===== src/hdl/avpq_pkg.sv =====
`timescale 1ns / 1ps

package avpq_pkg;

  localparam int CAPACITY = 1024;
  localparam int VAL_W    = 32;
  // ordering key: magnitude above, positive flag in the lsb
  localparam int KEY_W    = VAL_W + 1;
  localparam int CNT_W    = $clog2(CAPACITY + 1);

  localparam logic CMD_PUSH = 1'b0;
  localparam logic CMD_POP  = 1'b1;

  typedef struct packed {
    logic                    cmd;
    logic signed [VAL_W-1:0] value;
  } avpq_in_t;

  typedef struct packed {
    logic signed [VAL_W-1:0] popped_value;
    logic                    was_empty;
    logic                    was_full;
  } avpq_out_t;

  // broadcast to every cell
  typedef struct packed {
    logic             push;
    logic             pop;
    logic [KEY_W-1:0] key;
  } avpq_cell_cmd_t;

  // smaller key comes first; zero counts as negative
  function automatic logic [KEY_W-1:0] value_to_key(input logic [VAL_W-1:0] v);
    logic [VAL_W-1:0] mag;
    logic             neg;
    mag = v[VAL_W-1] ? (~v + {{(VAL_W-1){1'b0}}, 1'b1}) : v;
    neg = v[VAL_W-1] || (v == '0);
    return {mag, ~neg};
  endfunction

  function automatic logic [VAL_W-1:0] key_to_value(input logic [KEY_W-1:0] k);
    logic [VAL_W-1:0] mag;
    mag = k[KEY_W-1:1];
    return k[0] ? mag : (~mag + {{(VAL_W-1){1'b0}}, 1'b1});
  endfunction

endpackage


===== src/hdl/avpq_cell.sv =====
`timescale 1ns / 1ps

module avpq_cell (
  input  logic                         clk,
  input  avpq_pkg::avpq_cell_cmd_t     cmd,
  input  logic                         occ,
  input  logic [avpq_pkg::KEY_W-1:0]   prev_key,
  input  logic                         prev_ins,
  input  logic [avpq_pkg::KEY_W-1:0]   next_key,
  output logic [avpq_pkg::KEY_W-1:0]   key_o,
  output logic                         ins_o
);
  import avpq_pkg::*;

  logic [KEY_W-1:0] key_r;
  logic [KEY_W-1:0] key_nxt;

  // new key goes in at or before this slot
  assign ins_o = !occ || (cmd.key < key_r);
  assign key_o = key_r;

  always_comb begin
    key_nxt = key_r;
    if (cmd.push) begin
      if (prev_ins) begin
        key_nxt = prev_key;
      end else if (ins_o) begin
        key_nxt = cmd.key;
      end
    end else if (cmd.pop) begin
      key_nxt = next_key;
    end
  end

  always_ff @(posedge clk) begin
    key_r <= key_nxt;
  end

endmodule


===== config.mk =====
export PLATFORM = sky130hd
export DESIGN_NAME = avpq_cell
export DESIGN_NICKNAME = d
export VERILOG_FILES = /design/src/hdl/avpq_pkg.sv /design/src/hdl/avpq_cell.sv
export SDC_FILE = /design/constraint.sdc
export NUM_CORES = 1
export LEC_CHECK = 0
export BUFFER_PORTS_ARGS = -buffer_cell sky130_fd_sc_hd__buf_4
export CAP_MARGIN = 40
export CORE_MARGIN = 4
export CORE_UTILIZATION = 45
export CTS_CLUSTER_SIZE = 12
export DETAILED_ROUTE_END_ITERATION = 10
export HOLD_SLACK_MARGIN = 0.03
export PLACE_DENSITY = 0.9
export REMOVE_ABC_BUFFERS = 1
export SYNTH_ARGS = -nofsm -noshare
export SYNTH_HDL_FRONTEND = slang
export SYNTH_SLANG_ARGS = --single-unit

===== constraint.sdc =====
create_clock -name clk -period 3.45 [get_ports clk]
set_input_delay 0 -clock clk [delete_from_list [all_inputs] [get_ports clk]]
set_output_delay 0 -clock clk [all_outputs]
set_load 0.005 [all_outputs]

* Word level (Yosys, flattened, before mapping)
Index checks and enable logic that the tools add are counted.
** Operators by class
- Magnitude comparators :: 1
- Equality and inequality tests :: 1
- Muxes and demuxes :: 4
- Reduce and logical (&&, ||, !) cells :: 4
** Operator list (number)
- 33-bit two-way mux :: 4
- 33-bit < comparator :: 1
- 3-bit by 1-bit != test with 1-bit output, second input constant :: 1
- 2-bit AND reduction :: 1
- 2-bit nonzero test :: 1
- 1-bit zero test :: 1
- 1-bit logical OR :: 1
** Word-level totals
- Register bits after elaboration :: 33
- Input port bits :: 104

* Depth between registers and ports, before layout
- Depth in word-level cells :: 5
- Depth in mapped cells :: 8
- Depth with buffers taken out :: 8

* Worst setup path after synthesis
No wires, ideal clock.
- Kind :: reg2reg
- Start point :: register key_r[11] (netlist: key_o[11])
- End point :: register key_r[0] (netlist: key_o[0]) (enable)
- Setup time :: 0.395 ns
- Arrival :: 2.497 ns
- Data required time :: 3.055 ns
- Setup slack :: 0.558 ns
- Stages on the path, launching flop included :: 9
- Buffers on the path :: 0
- Cell sequence :: edfxtp_1 inv_1 ha_1 a21oi_1 nand2_1 a221oi_1 nor3_2 nor4_1 o32a_1
** Between the ends
- Cells in the longest elaborated chain, start to end :: 4
** RTL lines
- from (decl) :: RTL line avpq_cell.sv:15 : logic [KEY_W-1:0] key_r;
- from (signal assigned) :: RTL line avpq_cell.sv:36 : key_r <= key_nxt;
- 33-bit < comparator :: RTL line avpq_cell.sv:19 : assign ins_o = !occ || (cmd.key < key_r);
- 1-bit logical OR :: RTL line avpq_cell.sv:19
- 3-bit by 1-bit != test with 1-bit output (no line)
- 2-bit AND reduction (no line)
Every way passes these cells.
A chain may end at the register's enable or synchronous reset.

* Worst setup path in the final report
- Start point :: register key_r[11] (netlist: key_o[11])
- End point :: register key_r[32] (netlist: key_o[32]) (enable)
Same word-level chain as after synthesis.

==> metrics.cfg <==
[finish]
final_common_cell=buf_4
finalInstanceArea_um2=3667
fin_util_pct=69.59
syn_to_final_growth_pct=46.11
drive_above_1_share_pct=37.63
fill_cells=440
multi_input_area_um2=1348
largest_register_ffs=33
nNetsFinal=531
final_cells=466
final_cell_mix=buf_4, a21oi_1, nor2_1
diodes=0
ff_latch_area_um2=991.0

[setup_path]
critPathMaxFanout=33
path_cells=inv_1 -> ha_1 -> nand4_1 -> nor4_1 -> a211oi_1 -> nor4_1 -> nor4_1 -> o32a_2 -> buf_4
critical_path_buf_inv_count=2
crit_family=simple AND/OR/NAND/NOR gates
r2r-start=key_o[11]$_DFFE_PP_
end_kind=register
critPathSlowestCell=nor4_1
path_common_cell=nor4_1
worstRegToRegCells=9
crit_type=reg -> reg
regToRegSetupSlack_ns=0.68
worstPathArrival_ns=2.75
cpPeakStageDelay_ns=0.49
worst_setup_path_start_kind=register
required_ns=3.43
reg2reg_to=key_o[32]$_DFFE_PP_

[timing]
fin_crit_sh_pct=80.16
rsz0062_at_grt=no
skew_ns=0.003014
finalSetupViolations=0
slew_headroom_pct=58.09
hold_slack_ns=0.04630
fmax_mhz=361.6
timing.final.crit_period_ns=2.766
finalMaxSlewViolations=0
worstMarginPinSlew_ns=0.6286
fin_tns_setup_ns=0
final_hold_viol_count=0

[floorplanning]
core.rowCount=26
ioPinCount=138
start_util_pct=47.63
die_h_um=82.69
die_area_um2=6837
core_um2=5270
fp.dieW_um=82.69

[placed_design]
post_dp_cell_area_um2=3586
portBuffers=137
gp_congestion=0.7394
place_inst=458
dp_hpwl_mm=5.815

[cts]
cts-htree-levels=2
clockRootBuffer=clkbuf_8
cts-resized-gates=0
cts_setup_buffers=0
clk_latency_ns=0.27
clk_pin_slew_ns=0.07
cts_inserted_buffers=5
clk_path_buf_depth=2
cts.sinks=33
cts_tree=yes
holdBufCountCts=0

[global_routing]
grt_pass1_vias=2397
grt_antenna_before_repair=0
grt_max_degree=69
grt_pass1_wl_mm=10.60
grt_usage_pct=20.07
overflow=0

[drt]
drtAntennaViolNets=0
drc_errors=0
route.met2.wl_mm=3.706
vias_per_cell=5.131
vias=2391
routed_wl_mm=7.032
drt_iter0_drc=59
firstDrtPassIters=4
wl_met3_um=588
wl_per_cell_um=15.09
met1_length_mm=2.636
top_layer_used=met4

[worst_hold_path]
min_from=next_key[31]
hp-class=in -> reg
min_path_cells=3
min_to=key_o[31]$_DFFE_PP_

[pwr]
ir_drop_mv=0.2639
p_leak_nw=1.863
p_per_area_nw_per_um2=318.3

[logic_synthesis]
synth_cell_types=27
ys_seq_area_share_pct=39.48
ys_seq_elements=33
ys_warn_count=0
synth_cells=262
syn_avg_cell_area_um2=9.580
syn_area_um2=2510

[run]
drv_cap=0

[outcome]
status=completed

==> cell usage after synthesis (all sizes together) <==
cell type	n	share of area, %
inv	33	4.9
nor2b	1	0.25
clkbuf	6	0.90
ha	32	16
nor3	1	0.40
nand2b	1	0.25
a21boi	1	0.30
o21ai	4	0.80
nor4	3	0.75
a2111oi	1	0.35
or4	1	0.45
nor2	36	5.4
nand2	9	1.3
buf	6	1.0
a221oi	2	0.70
and4	1	0.35
o32a	1	0.40
a21oi	45	9.0
a211oi	2	0.60
nand3	3	0.60
edfxtp	33	39
mux2i	33	13
nand4	6	2.3
o211ai	1	0.30
==> per-layer routing <==
layer | vias to the layer above | global-route usage, %
met4 | 0 | 4.412
met2 | 84 | 39.26
li1 | 1209 | -
met3 | 10 | 4.881
met5 | - | 0
met1 | 1088 | 21.46
==> worst min-delay path, cell delays in order <==
cell and delay [ns]:
buf_4 0.07, nor2_1 0.03, a21oi_1 0.09
==> how the worst max path moves through the flow <==
stage                              from                  end  slack, ns  cells past startpoint
floorplan           key_o[11]$_DFFE_PP_   key_o[0]$_DFFE_PP_       0.56                      8
global placement    key_o[19]$_DFFE_PP_   key_o[2]$_DFFE_PP_       0.74                      9
detailed placement  key_o[11]$_DFFE_PP_   key_o[4]$_DFFE_PP_       0.72                      9
CTS                 key_o[11]$_DFFE_PP_  key_o[20]$_DFFE_PP_       0.71                      9
global route        key_o[19]$_DFFE_PP_  key_o[17]$_DFFE_PP_       0.53                      9
finish              key_o[11]$_DFFE_PP_  key_o[32]$_DFFE_PP_       0.68                      9
==> cell families after synthesis <==
family                   Yosys count  share of synthesized area (%)
adder cells (fa/ha/maj)           32                          15.95
AND/OR/NAND/NOR                   62                          12.11
multiplexers                      33                          13.16
flip-flops                        33                          39.48
AO/OA/AOI/OAI                     57                          12.41
buffers and inverters             45                          6.879
==> area by class of cell <==
cell class,count,share of cell area (%)
timing repair buffer,138,28.25
clock inverter,3,0.3412
tap,70,2.388
sequential,33,27.02
inverter,33,3.378
multi-input combinational,184,36.75
clock buffer,5,1.876
==> where the power goes <==
group	total, mW	leakage (nW)	internal, mW	switching (mW)
clock network	0.268	0.0430	0.136	0.132
registers	0.513	0.327	0.493	0.0202
logic	0.386	1.49	0.210	0.177
total	1.17	1.86	0.838	0.329
==> stage by stage <==
stage	total power [mW]	worst slack, ns
finish	1.167	0.6844
CTS	1.182	0.7070
floorplan	0.6839	0.5576
global route	1.243	0.5347
global placement	0.8897	0.7365
detailed placement	0.9111	0.7238
Note: power is estimated with default switching activity, not from simulation.
